===== config.mk =====
export PLATFORM = sky130hd
export DESIGN_NAME = linear_waypoint_interpolator_core_flat
export DESIGN_NICKNAME = d
export VERILOG_FILES = /design/src/rtl/lwi_pkg.sv /design/src/rtl/lwi_if.sv /design/src/rtl/lwi_front.sv /design/src/rtl/lwi_queue.sv /design/src/rtl/lwi_back.sv /design/src/rtl/linear_waypoint_interpolator_core.sv /design/src/flat_wrapper.sv
export VERILOG_INCLUDE_DIRS = /design/src /design/src/rtl
export SDC_FILE = /design/constraint.sdc
export NUM_CORES = 2
export LEC_CHECK = 0
export BUFFER_PORTS_ARGS = -buffer_cell sky130_fd_sc_hd__buf_2
export CELL_PAD_IN_SITES_DETAIL_PLACEMENT = 0
export CELL_PAD_IN_SITES_GLOBAL_PLACEMENT = 1
export CORE_UTILIZATION = 40
export DETAILED_ROUTE_END_ITERATION = 10
export GPL_TIMING_DRIVEN = 0
export PLACE_DENSITY = 0.7
export SETUP_SLACK_MARGIN = 0.2
export SLEW_MARGIN = 10
export SYNTH_ARGS = -nofsm -noshare
export SYNTH_HDL_FRONTEND = slang
export SYNTH_SLANG_ARGS = --single-unit

===== constraint.sdc =====
create_clock -name clk -period 25.1 [get_ports clk]
set_input_delay 2.51 -clock clk [delete_from_list [all_inputs] [get_ports clk]]
set_output_delay 2.51 -clock clk [all_outputs]
set_load 0.005 [all_outputs]

===== src/rtl/linear_waypoint_interpolator_core_assert.svh =====
// ----------------------------------------------------------------------------
// Assertion macros
// Concurrent assertion helpers for the interpolator.
// ----------------------------------------------------------------------------
`ifndef LINEAR_WAYPOINT_INTERPOLATOR_CORE_ASSERT_SVH
`define LINEAR_WAYPOINT_INTERPOLATOR_CORE_ASSERT_SVH
`ifndef NO_ASSERTIONS
`define LWI_ASSERT_IMP(label, clk, rst, a, c) \
  label: assert property (@(posedge clk) disable iff (rst) (a) |-> (c)) \
    else $error("assertion failed");
`define LWI_ASSERT_NXT(label, clk, rst, a, c) \
  label: assert property (@(posedge clk) disable iff (rst) (a) |=> (c)) \
    else $error("assertion failed");
`else
`define LWI_ASSERT_IMP(label, clk, rst, a, c)
`define LWI_ASSERT_NXT(label, clk, rst, a, c)
`endif
`endif


===== src/rtl/lwi_pkg.sv =====
// ----------------------------------------------------------------------------
// lwi_pkg
// Types and constants shared by the interpolator modules.
// ----------------------------------------------------------------------------
package lwi_pkg;
  localparam int MaxSteps   = 63;
  localparam int CoordWidth = 20;
  localparam int FracBits   = 16;
  localparam int SpuWidth   = 12;
  localparam logic [SpuWidth-1:0] SpuReset = 12'd500;
  localparam int AddrWidth  = 1;
  localparam logic [AddrWidth-1:0] RegStepsPerUnit = 1'b0;

  typedef enum logic [2:0] {
    BK_IDLE, BK_SCALE, BK_SQUARE, BK_SQRT, BK_DIV, BK_EMIT, BK_LAST
  } bk_state_t;
endpackage


===== src/rtl/lwi_if.sv =====
// ----------------------------------------------------------------------------
// lwi_if
// Valid/ready channel carrying an x/y point and one flag bit.
// ----------------------------------------------------------------------------
interface lwi_if #(
  parameter int CW = lwi_pkg::CoordWidth
);
  logic          valid;
  logic          ready;
  logic [CW-1:0] x;
  logic [CW-1:0] y;
  logic          flag;
  modport source (output valid, x, y, flag, input ready);
  modport sink (input valid, x, y, flag, output ready);
endinterface


===== src/rtl/lwi_front.sv =====
// ----------------------------------------------------------------------------
// lwi_front
// Accepts waypoints, tracks previous point, pushes segment words into a queue.
// ----------------------------------------------------------------------------
module lwi_front #(
  parameter int CW = lwi_pkg::CoordWidth
) (
  input  logic          clk,
  input  logic          rst,
  lwi_if.sink           in_ch,
  output logic          q_push,
  input  logic          q_full,
  output logic [4*CW:0] q_word
);
  logic [CW-1:0] prev_x, prev_y;
  logic          have_prev;
  logic          acc;

  assign in_ch.ready = !q_full;
  assign acc         = in_ch.valid && in_ch.ready;
  assign q_push      = acc;
  // word: {seg, prev_x, prev_y, x, y}; seg set when a segment is drawn
  assign q_word = {(!in_ch.flag && have_prev), prev_x, prev_y, in_ch.x, in_ch.y};

  always_ff @(posedge clk) begin
    if (rst) begin
      have_prev <= 1'b0;
      prev_x    <= '0;
      prev_y    <= '0;
    end else if (acc) begin
      have_prev <= 1'b1;
      prev_x    <= in_ch.x;
      prev_y    <= in_ch.y;
    end
  end
endmodule


===== src/rtl/lwi_queue.sv =====
// ----------------------------------------------------------------------------
// lwi_queue
// Two-entry register queue between front and back.
// ----------------------------------------------------------------------------
module lwi_queue #(
  parameter int W = 8
) (
  input  logic         clk,
  input  logic         rst,
  input  logic         push,
  input  logic [W-1:0] wdata,
  output logic         full,
  input  logic         pop,
  output logic         nonempty,
  output logic [W-1:0] rdata
);
  logic [W-1:0] mem [2];
  logic         wp, rp;
  logic [1:0]   cnt;

  assign full     = cnt == 2'd2;
  assign nonempty = cnt != 2'd0;
  assign rdata    = mem[rp];

  always_ff @(posedge clk) begin
    if (push) mem[wp] <= wdata;
    if (rst) begin
      wp <= 1'b0; rp <= 1'b0; cnt <= '0;
    end else begin
      if (push) wp <= !wp;
      if (pop)  rp <= !rp;
      cnt <= cnt + {1'b0, push} - {1'b0, pop};
    end
  end
endmodule


===== src/rtl/lwi_back.sv =====
// ----------------------------------------------------------------------------
// lwi_back
// Finds the step count by a bitwise root search, divides deltas serially,
// emits points.
// ----------------------------------------------------------------------------
module lwi_back #(
  parameter int CW = lwi_pkg::CoordWidth,
  parameter int MS = lwi_pkg::MaxSteps
) (
  input  logic                         clk,
  input  logic                         rst,
  input  logic [lwi_pkg::SpuWidth-1:0] spu,
  input  logic                         q_valid,
  input  logic [4*CW:0]                q_word,
  output logic                         q_pop,
  lwi_if.source                        out_ch
);
  localparam int NW  = $clog2(MS + 1);
  localparam int DW  = CW + 1;                 // delta width
  localparam int KW  = lwi_pkg::SpuWidth;
  localparam int AKW = DW + KW;                // |delta| * k
  localparam int LW  = NW + lwi_pkg::FracBits; // |delta| * k below saturation
  localparam int PW  = 2 * LW + 1;             // sum of squares
  localparam int CNW = $clog2(DW + 1);

  lwi_pkg::bk_state_t st, st_next;
  logic                 seg;
  logic [CW-1:0]        px, py, wx, wy, cx, cy, nxx, nxy;
  logic signed [DW-1:0] dx, dy, incx, incy;
  logic [DW-1:0]        ax, ay, rx, ry, qx, qy;
  logic [DW:0]          remx, remy, difx, dify, bestw;
  logic [AKW-1:0]       kx, ky, klim;
  logic [2*LW-1:0]      sqx, sqy;
  logic [PW-1:0]        psum, tcmp;
  logic [NW-1:0]        best, probe, trial, best_upd, idx;
  logic [2*NW-1:0]      tsq;
  logic [CNW-1:0]       cnt;
  logic                 sat, take, out_busy, last_go;

  assign seg  = q_word[4*CW];
  assign ax   = dx[DW-1] ? $unsigned(-dx) : $unsigned(dx);
  assign ay   = dy[DW-1] ? $unsigned(-dy) : $unsigned(dy);

  // either axis alone past MS/k units saturates the count
  assign klim = AKW'(MS) << lwi_pkg::FracBits;
  assign sat  = (kx >= klim) || (ky >= klim);
  assign sqx  = {{LW{1'b0}}, kx[LW-1:0]} * {{LW{1'b0}}, kx[LW-1:0]};
  assign sqy  = {{LW{1'b0}}, ky[LW-1:0]} * {{LW{1'b0}}, ky[LW-1:0]};

  // root search: keep trial bit when (trial * 2^16)^2 <= (S * k^2)
  assign trial    = best | probe;
  assign tsq      = {{NW{1'b0}}, trial} * {{NW{1'b0}}, trial};
  assign tcmp     = {1'b0, tsq, {(2*lwi_pkg::FracBits){1'b0}}};
  assign take     = (trial <= NW'(MS)) && (tcmp <= psum);
  assign best_upd = take ? trial : best;

  // restoring divide step on magnitudes
  assign bestw = {{(DW+1-NW){1'b0}}, best};
  assign remx  = {rx, qx[DW-1]};
  assign remy  = {ry, qy[DW-1]};
  assign difx  = remx - bestw;
  assign dify  = remy - bestw;

  assign nxx      = cx + incx[CW-1:0];
  assign nxy      = cy + incy[CW-1:0];
  assign out_busy = out_ch.valid && !out_ch.ready;
  assign last_go  = (st == lwi_pkg::BK_LAST) && !out_busy;
  assign q_pop    = last_go;

  always_comb begin
    st_next = st;
    case (st)
      lwi_pkg::BK_IDLE: begin
        if (q_valid) st_next = seg ? lwi_pkg::BK_SCALE : lwi_pkg::BK_LAST;
      end
      lwi_pkg::BK_SCALE: st_next = lwi_pkg::BK_SQUARE;
      lwi_pkg::BK_SQUARE: st_next = sat ? lwi_pkg::BK_DIV : lwi_pkg::BK_SQRT;
      lwi_pkg::BK_SQRT: begin
        if (probe == NW'(1))
          st_next = (best_upd == '0) ? lwi_pkg::BK_LAST : lwi_pkg::BK_DIV;
      end
      lwi_pkg::BK_DIV: begin
        if (cnt == CNW'(DW)) st_next = lwi_pkg::BK_EMIT;
      end
      lwi_pkg::BK_EMIT: begin
        if (!out_busy && idx == best) st_next = lwi_pkg::BK_LAST;
      end
      lwi_pkg::BK_LAST: begin
        if (!out_busy) st_next = lwi_pkg::BK_IDLE;
      end
      default: st_next = lwi_pkg::BK_IDLE;
    endcase
  end

  always_ff @(posedge clk) begin
    if (rst) st <= lwi_pkg::BK_IDLE;
    else st <= st_next;
  end

  always_ff @(posedge clk) begin
    if (rst) begin
      out_ch.valid <= 1'b0;
    end else if ((st == lwi_pkg::BK_EMIT || st == lwi_pkg::BK_LAST) && !out_busy) begin
      out_ch.valid <= 1'b1;
    end else if (out_ch.ready) begin
      out_ch.valid <= 1'b0;
    end
  end

  always_ff @(posedge clk) begin
    case (st)
      lwi_pkg::BK_IDLE: begin
        best <= '0;
        if (q_valid) begin
          px <= q_word[4*CW-1:3*CW];
          py <= q_word[3*CW-1:2*CW];
          wx <= q_word[2*CW-1:CW];
          wy <= q_word[CW-1:0];
          dx <= {q_word[2*CW-1], q_word[2*CW-1:CW]} - {q_word[4*CW-1], q_word[4*CW-1:3*CW]};
          dy <= {q_word[CW-1], q_word[CW-1:0]} - {q_word[3*CW-1], q_word[3*CW-1:2*CW]};
        end
      end
      lwi_pkg::BK_SCALE: begin
        kx <= {{KW{1'b0}}, ax} * {{DW{1'b0}}, spu};
        ky <= {{KW{1'b0}}, ay} * {{DW{1'b0}}, spu};
      end
      lwi_pkg::BK_SQUARE: begin
        psum  <= {1'b0, sqx} + {1'b0, sqy};
        if (sat) best <= NW'(MS);
        probe <= NW'(1) << (NW - 1);
        qx <= ax; qy <= ay; rx <= '0; ry <= '0; cnt <= '0;
      end
      lwi_pkg::BK_SQRT: begin
        best  <= best_upd;
        probe <= probe >> 1;
      end
      lwi_pkg::BK_DIV: begin
        if (cnt != CNW'(DW)) begin
          // one quotient bit per cycle
          if (remx >= bestw) begin
            rx <= difx[DW-1:0];
            qx <= {qx[DW-2:0], 1'b1};
          end else begin
            rx <= remx[DW-1:0];
            qx <= {qx[DW-2:0], 1'b0};
          end
          if (remy >= bestw) begin
            ry <= dify[DW-1:0];
            qy <= {qy[DW-2:0], 1'b1};
          end else begin
            ry <= remy[DW-1:0];
            qy <= {qy[DW-2:0], 1'b0};
          end
          cnt <= cnt + CNW'(1);
        end else begin
          incx <= dx[DW-1] ? -$signed(qx) : $signed(qx);
          incy <= dy[DW-1] ? -$signed(qy) : $signed(qy);
          cx <= px; cy <= py; idx <= NW'(1);
        end
      end
      lwi_pkg::BK_EMIT: begin
        if (!out_busy) begin
          out_ch.x    <= nxx;
          out_ch.y    <= nxy;
          out_ch.flag <= 1'b0;
          cx  <= nxx;
          cy  <= nxy;
          idx <= idx + NW'(1);
        end
      end
      lwi_pkg::BK_LAST: begin
        if (!out_busy) begin
          out_ch.x <= wx; out_ch.y <= wy; out_ch.flag <= 1'b1;
        end
      end
      default: ;
    endcase
  end

`include "linear_waypoint_interpolator_core_assert.svh"
  `LWI_ASSERT_IMP(a_pop_only_last, clk, rst, q_pop, st == lwi_pkg::BK_LAST)
  `LWI_ASSERT_IMP(a_pop_nonempty, clk, rst, q_pop, q_valid)
  `LWI_ASSERT_IMP(a_best_range, clk, rst, st == lwi_pkg::BK_EMIT, best <= NW'(MS))
  `LWI_ASSERT_NXT(a_last_flag, clk, rst, last_go, out_ch.valid && out_ch.flag)
  `LWI_ASSERT_NXT(a_hold_word, clk, rst, out_busy, out_ch.valid && $stable(out_ch.x))
endmodule


===== src/rtl/linear_waypoint_interpolator_core.sv =====
// ----------------------------------------------------------------------------
// linear_waypoint_interpolator_core
// Linear interpolation between 2D fixed-point waypoints.
// ----------------------------------------------------------------------------
// A waypoint word in gives 1 to MAX_STEPS+1 point words out, the waypoint
// itself always last with its flag set. A path start goes straight to the
// waypoint word. A segment loads and scales the deltas, squares them, runs a
// bitwise step-count search (skipped when the count saturates) and a serial
// division, then emits one point per cycle while the receiver does not hold
// off, and the waypoint last. A zero count skips the division. The front
// keeps the previous point; the small queue holds up to two waypoints, the
// one the back is working on included.
module linear_waypoint_interpolator_core #(
  parameter int COORD_WIDTH = lwi_pkg::CoordWidth,
  parameter int MAX_STEPS   = lwi_pkg::MaxSteps
) (
  input  logic                          clk,
  input  logic                          rst,
  lwi_if.sink                           waypoint,
  lwi_if.source                         point,
  input  logic                          psel,
  input  logic                          penable,
  input  logic                          pwrite,
  input  logic [lwi_pkg::AddrWidth+1:0] paddr,
  input  logic [31:0]                   pwdata,
  output logic [31:0]                   prdata,
  output logic                          pready
);
  logic [lwi_pkg::SpuWidth-1:0] steps_per_unit;
  logic                         q_push, q_full, q_pop, q_nonempty;
  logic [4*COORD_WIDTH:0]       q_in, q_out;

  // config register: steps_per_unit at byte address 0
  assign pready = 1'b1;
  always_ff @(posedge clk) begin
    if (rst) steps_per_unit <= lwi_pkg::SpuReset;
    else if (psel && penable && pwrite &&
             paddr == {lwi_pkg::RegStepsPerUnit, 2'b00})
      steps_per_unit <= pwdata[lwi_pkg::SpuWidth-1:0];
  end
  assign prdata = (paddr == {lwi_pkg::RegStepsPerUnit, 2'b00}) ?
                  {{(32-lwi_pkg::SpuWidth){1'b0}}, steps_per_unit} : 32'd0;

  // front: classify waypoint, attach previous point
  lwi_front #(.CW(COORD_WIDTH)) u_front (
    .clk, .rst, .in_ch(waypoint), .q_push, .q_full, .q_word(q_in)
  );

  // two-word decoupling queue
  lwi_queue #(.W(4*COORD_WIDTH+1)) u_queue (
    .clk, .rst, .push(q_push), .wdata(q_in), .full(q_full),
    .pop(q_pop), .nonempty(q_nonempty), .rdata(q_out)
  );

  // back: count, divide, emit
  lwi_back #(.CW(COORD_WIDTH), .MS(MAX_STEPS)) u_back (
    .clk, .rst, .spu(steps_per_unit), .q_valid(q_nonempty), .q_word(q_out),
    .q_pop, .out_ch(point)
  );
endmodule


===== src/flat_wrapper.sv =====
// flat-port wrapper written by rule: the top's interface ports become plain ports
module linear_waypoint_interpolator_core_flat 
#(
  parameter int COORD_WIDTH = lwi_pkg::CoordWidth,
  parameter int MAX_STEPS   = lwi_pkg::MaxSteps
)
  (clk, rst, psel, penable, pwrite, paddr, pwdata, prdata, pready, waypoint_valid, waypoint_x, waypoint_y, waypoint_flag, waypoint_ready, point_valid, point_x, point_y, point_flag, point_ready);
  lwi_if #(.CW((lwi_pkg::CoordWidth))) waypoint_i ();
  lwi_if #(.CW((lwi_pkg::CoordWidth))) point_i ();
  input  logic clk;
  input  logic rst;
  input  logic psel;
  input  logic penable;
  input  logic pwrite;
  input  logic [lwi_pkg::AddrWidth+1:0] paddr;
  input  logic [31:0] pwdata;
  output logic [31:0] prdata;
  output logic pready;
  input wire logic [$bits(waypoint_i.valid)-1:0] waypoint_valid;
  input wire logic [$bits(waypoint_i.x)-1:0] waypoint_x;
  input wire logic [$bits(waypoint_i.y)-1:0] waypoint_y;
  input wire logic [$bits(waypoint_i.flag)-1:0] waypoint_flag;
  output wire logic [$bits(waypoint_i.ready)-1:0] waypoint_ready;
  output wire logic [$bits(point_i.valid)-1:0] point_valid;
  output wire logic [$bits(point_i.x)-1:0] point_x;
  output wire logic [$bits(point_i.y)-1:0] point_y;
  output wire logic [$bits(point_i.flag)-1:0] point_flag;
  input wire logic [$bits(point_i.ready)-1:0] point_ready;
  assign waypoint_i.valid = waypoint_valid;
  assign waypoint_i.x = waypoint_x;
  assign waypoint_i.y = waypoint_y;
  assign waypoint_i.flag = waypoint_flag;
  assign waypoint_ready = waypoint_i.ready;
  assign point_valid = point_i.valid;
  assign point_x = point_i.x;
  assign point_y = point_i.y;
  assign point_flag = point_i.flag;
  assign point_i.ready = point_ready;
  linear_waypoint_interpolator_core #(.COORD_WIDTH(COORD_WIDTH), .MAX_STEPS(MAX_STEPS)) u_core (.clk(clk), .rst(rst), .waypoint(waypoint_i), .point(point_i), .psel(psel), .penable(penable), .pwrite(pwrite), .paddr(paddr), .pwdata(pwdata), .prdata(prdata), .pready(pready));
endmodule

## Word level (Yosys, flattened, before mapping)

Memory sizes are Yosys's and may differ from the RTL's. A register that Yosys moved wholly into a read port is not among the register bits.
Index checks and enable logic that the tools add are counted.

| cells by class | value |
|---|---|
| muxes and demuxes | 54 |
| bitwise logic cells | 2 |
| $lt $le $gt $ge | 6 |
| reduce and logical (&&, ||, !) cells | 35 |
| divide/modulo/power cells | 0 |
| equality and inequality tests | 20 |
| multiply operators | 5 |
| shifts and indexed selects | 0 |
| $add $sub $neg | 15 |

Operators by type and width:

| operator | number |
|---|---|
| $mux W21 | 8 |
| $pmux W21 S2 | 4 |
| $mux W20 | 8 |
| $pmux W20 S2 | 4 |
| $mul A22 B22 Y44 | 2 |
| $ge A33 B22 Y1 const B | 2 |
| $mul A21 B12 Y33 | 2 |
| $add A44 B44 Y45 | 1 |
| $le A44 B45 Y1 | 1 |
| $ge A22 B6 Y1 | 2 |
| $neg A21 Y21 | 2 |
| $sub A20 B20 Y21 | 2 |
| $sub A21 B6 Y21 | 2 |
| $add A20 B20 Y20 | 2 |
| $neg A20 Y20 | 2 |
| $mux W6 | 4 |
| $pmux W6 S2 | 2 |
| $mux W3 | 7 |
| $pmux W3 S7 | 1 |
| $pmux W6 S3 | 1 |
| $ne A2 B2 Y1 const B | 8 |
| $mul A6 B6 Y12 | 1 |
| $mux W12 | 1 |
| $reduce_bool A2 Y1 | 6 |
| other kinds (30) | 62 |

| word-level totals | value |
|---|---|
| memory bits (read-only) | 0 |
| memories kept | 1 |
| input port bits | 83 |
| bits in latches | 0 |
| word-level logic and storage cells | 171 |
| flip-flop bits (word level) | 522 |
| output and inout bits | 76 |
| bits in writable memories | 162 |

Memories:

| memory | words | width | rd ports | clocked after Yosys merged registers in | write ports | RTL line | RTL |
|---|---|---|---|---|---|---|---|
| u_core.u_queue.mem | 2 | 81 | 1 | 1 | 1 | lwi_queue.sv:17 | `logic [W-1:0] mem [2];` |

## Logic depth before layout (Yosys ltp)

| logic depth | value |
|---|---|
| depth after elaboration | 9 |
| depth in mapped cells | 30 |
| gate-level depth less buffers | 28 |

## Modules after synthesis

From an unflattened synthesis, not the netlist that was laid out.

| second synthesis, totals | value |
|---|---|
| cell total of the unflattened synthesis | 7208 |
| area total of the unflattened synthesis | 75473.6 sq um |

By module, submodules not included:

| module | sequential area each (sq um) | area an instance (sq um) | cells each | instances |
|---|---|---|---|---|
| lwi_back | 13923.4 | 66038.3 | 6619 | 1 |
| lwi_queue | 4964.8 | 6467.5 | 273 | 1 |
| lwi_front | 820.8 | 2183.3 | 226 | 1 |
| linear_waypoint_interpolator_core | 240.2 | 784.5 | 90 | 1 |

## Worst setup path after synthesis

Ideal clock, no wire load.

| timing path | value |
|---|---|
| path kind | reg-to-reg |
| start | register u_core.u_back.st[0] |
| end | register u_core.u_back.dx[0] (enable) |
| buffers on the path | 2 |
| required time | 24198 ps |
| arrival time | 12278 ps |
| stages on the path, launching flop included | 4 |
| period minus slack after synthesis | 13180 ps |
| setup slack | 11920 ps |
| path through | dfxtp_1 > clkbuf_1 > clkbuf_1 > nor4_1 |

| on the way | value |
|---|---|
| cells in the longest elaborated chain, start to end | 2 |

RTL lines:

| element | RTL line | RTL |
|---|---|---|
| start, declared | lwi_back.sv:26 | `lwi_pkg::bk_state_t st, st_next;` |
| start signal, assigned | lwi_back.sv:96 | `if (rst) st <= lwi_pkg::BK_IDLE;` |
| start signal, assigned | lwi_back.sv:97 | `else st <= st_next;` |
| $logic_not A3 Y1 | lwi_back.sv:111 | `case (st)` |
| $reduce_and A2 Y1 (no source line) | n/a |  |
| end signal, assigned | lwi_back.sv:119 | `dx <= {q_word[2*CW-1], q_word[2*CW-1:CW]} - {q_word[4*CW-1], q_word[4*CW-1:3*CW]};` |
| end, declared | lwi_back.sv:29 | `logic signed [DW-1:0] dx, dy, incx, incy;` |

No other way between the ends.
A chain may end at the register's enable or synchronous reset.

## Final worst setup path

| timing path | value |
|---|---|
| start | register u_core.u_back.ky[7] |
| end | register u_core.u_back.psum[44], data pin |

| on the way | value |
|---|---|
| cells in the longest elaborated chain, start to end | 2 |

RTL lines:

| element | RTL line | RTL |
|---|---|---|
| start, declared | lwi_back.sv:32 | `logic [AKW-1:0] kx, ky, klim;` |
| start signal, assigned | lwi_back.sv:125 | `ky <= {{KW{1'b0}}, ay} * {{DW{1'b0}}, spu};` |
| $mul A22 B22 Y44 | lwi_back.sv:48 | `assign sqy = {{LW{1'b0}}, ky[LW-1:0]} * {{LW{1'b0}}, ky[LW-1:0]};` |
| $add A44 B44 Y45 | lwi_back.sv:128 | `psum <= {1'b0, sqx} + {1'b0, sqy};` |
| end signal, assigned | lwi_back.sv:128 |  |
| end, declared | lwi_back.sv:34 | `logic [PW-1:0] psum, tcmp;` |

No other way between the ends.

==> impl_results.md <==
* Top cell type's share of synthesized area at a little under a third
* Final Hold Viols at 0
* CTS Hold Bufs at 0
* Clk Latency, worst-skew pair at roughly 0.71 ns
* Worst Skew at between 0.09 and 0.1 ns
* Minimum clock period at between 9 and 10 ns
* CP required at roughly 26 ns
* CTS clk-pin slew, worst paths at around 0.06 ns
* Syn Std Cell Area at 0.0742 mm²
* Synthesized flop and latch total at 685
* Clock Tree Buf Depth at 3
* Synthesis Warnings at 0
* Distinct cells, synth at 79
* Setup TNS at 0 ns
* RSZ-0062 raised after global routing: false
* Estimated wirelength of the detail-placed design at 172000 µm
* Critical Path Sink Type: flop
* CP arrival at 10.39 ns
* FFs w/ async S/R, synth at 0%
* Worst rel slew slack at between 10% and 20%
* Vias in the first global route at around 54000
* Avg Vias per Cell at 5.05
* Area delta synth->final at 9.48%
* Die Wd at between 400 and 500 µm
* Die H at 433 µm
* Initial core utilization at 40.4%
* CTS tree: yes
* Die ar. at 0.187 mm²
* # nets final at around 9200
* Gr ovfl total at 0
* Routed WL at 209000 µm
* EDFF count, synth at 623
* Final Cycle Share at 39.8%
* Drt pass-1 iters at 5
* WL per Instance at 21.0 µm
* Final-report setup violation count at 0
* Commonest cells in the netlist: 1476 x inv_1, 1177 x fa_1, 923 x nand2_1, 623 x edfxtp_1, 552 x ha_1
* Fmax at between 0.1 and 0.15 GHz
* Share of cells above drive strength 1 at under 10%
* Sequential share of the synthesized area at between 20% and 30%
* Area leader, netlist: fa_1
* Reg2Reg Depth at 26
* Critical path class: reg -> reg
* CP Launch Type: flop
* First-pass GRT wire length at about 320000 µm
* Worst hold path stage count at 0
* Port buffer count at 116
* H-tree Lvls at 3
* # DRC at 0
* Initial antenna violation count at 8
* GP Congestion at about 1
* Resized cells post-CTS at 0
* Slew Viols, Final at 0
* Measured slew at the worst slew-check pin at 1.33 ns
* Site Rows at ~160
* Cells after synthesis at 7162
* Max Cap Viol at 0
* Top-count cell post-synth: inv_1
* Routed vias at 50200
* CP Max Fanout at 10
* Layout fillers at 17600
* Outcome: complete, no violations
* Pin count of the biggest net entering global routing at 58
* CTS buffer count at 81
* Root buf cell: clkbuf_16
* Boundary Pins at 159
* Top FF cell, synth: edfxtp_1
* Sink Count at just under 700
* Hold Crit Class: reg -> reg
* Drt initial violations at 2926
* Mapped Avg Cell Area at 10.4 µm²
* Top cells by area, synth: fa_1 32%, edfxtp_1 25%, ha_1 9.3%
* GRT Overall Usage at 22.8%
* Setup bufs post-CTS at 0
* Routed Antenna Nets at 0
* CORE AREA at 0.184 mm²
## metal layers
layer	up-vias	routed length, µm	track usage (%)
met5	-	13	0
met4	2	10500	10.3
met3	354	10000	2.53
met2	1268	102000	38.9
met1	25600	86500	29.1
li1	23000	-	-
## critical path, stage by stage (launching register included)
cell and delay [ns]:
edfxtp_1 0.51, clkbuf_1 0.72, clkbuf_1 0.89, nand2_1 0.28, fa_1 0.57, inv_1 0.05
fa_1 0.49, inv_1 0.05, fa_1 0.49, fa_1 0.40, inv_1 0.07, fa_1 0.44
fa_1 0.59, fa_1 0.47, fa_1 0.54, fa_1 0.46, ha_1 0.29, clkbuf_1 0.24
nand3_1 0.15, nor2_1 0.06, a31o_2 0.26, o21ai_0 0.65, a211o_1 0.24, nand2_1 0.10
nor4_1 0.41, o21ai_0 0.18, xnor2_1 0.16
## path summary, 6_finish.rpt
path / from / end / slack, ns
max: u_core.u_back.ky[7]$_DFFE_PP_ / u_core.u_back.psum[44]$_DFFE_PP_ / 15.11
max reg2reg: u_core.u_back.ky[7]$_DFFE_PP_ / u_core.u_back.psum[44]$_DFFE_PP_ / 15.11
min: u_core.u_front.prev_x[4]$_SDFFE_PP0P_ / u_core.u_queue.mem[0][64]$_DFFE_PP_ / 0.45
min reg2reg: u_core.u_front.prev_x[4]$_SDFFE_PP0P_ / u_core.u_queue.mem[0][64]$_DFFE_PP_ / 0.45
## final cells by class
type	instances	area [µm²]	share of cell area, %
plain buffers	294	1190	1.47
diodes	3	7.51	0.00924
flip-flops and latches	685	19900	24.6
repair buffers	148	988	1.22
multi-input cells	4724	47700	58.7
clock inverters	42	514	0.633
inverters	1479	5550	6.83
clock buffers	109	2260	2.78
well taps	2464	3080	3.79
## cells in the final DEF (no fill, tap or decap), types with 11 or more instances in the layout
cell type / n
nand3b_1: 14
o21ai_0: 199
xnor2_1: 230
a211oi_1: 20
o31ai_1: 35
and2_1: 365
or4_1: 22
nor3_1: 46
mux2_2: 80
mux2i_1: 51
clkbuf_16: 81
nand4_1: 29
a31oi_1: 22
clkinv_1: 11
inv_1: 1476
dfxtp_1: 62
clkinv_2: 14
nand2b_1: 35
ha_1: 552
nand3_1: 41
xor2_1: 75
buf_2: 122
clkbuf_1: 277
and3_1: 23
nor2_1: 213
o21bai_1: 27
buf_4: 36
o211ai_1: 14
nand2_1: 923
nor4_1: 28
fa_1: 1177
conb_1: 22
or3_1: 21
nor2b_1: 41
clkbuf_8: 13
a21oi_1: 205
edfxtp_1: 623
a21o_1: 65
o21a_1: 25
## cell families (layout without fill, tap and decap cells)
family,after synthesis,in the layout,share of synthesized area (%)
buffers and inverters,1773,2072,9.08
AOI/OAI and AO/OA,698,698,5.81
DFF,685,685,26.9
and+or+nand+nor,1838,1838,11.7
other,2,25,0.0101
muxes,131,131,1.90
adders and majority gates,1729,1729,41.1
xor gates and xnor gates,306,306,3.61
## registers in the layout, summed over array words and instances (netlist names), 33 cells and up, named ones only
signal,count
u_core.u_queue.mem,162
u_core.u_back.kx,33
u_core.u_back.ky,33
u_core.u_back.psum,45
## through the flow
stage               instances  hold slack [ns]  area, µm²  utilization, %  setup WS, ns
floorplan                7182            0.425      74300               -         11.92
global placement         9762            0.429      78000            42.4          6.51
detailed placement       9794            0.439      78500            42.7         15.15
CTS                      9945            0.455      81200            44.2         15.19
global route             9945            0.463      81200            44.2         14.74
finish                   9948            0.450      81300            44.2         15.11
Power is not shown: default switching activity piles up to over one toggle a cycle in this logic, so the estimate is an artifact.
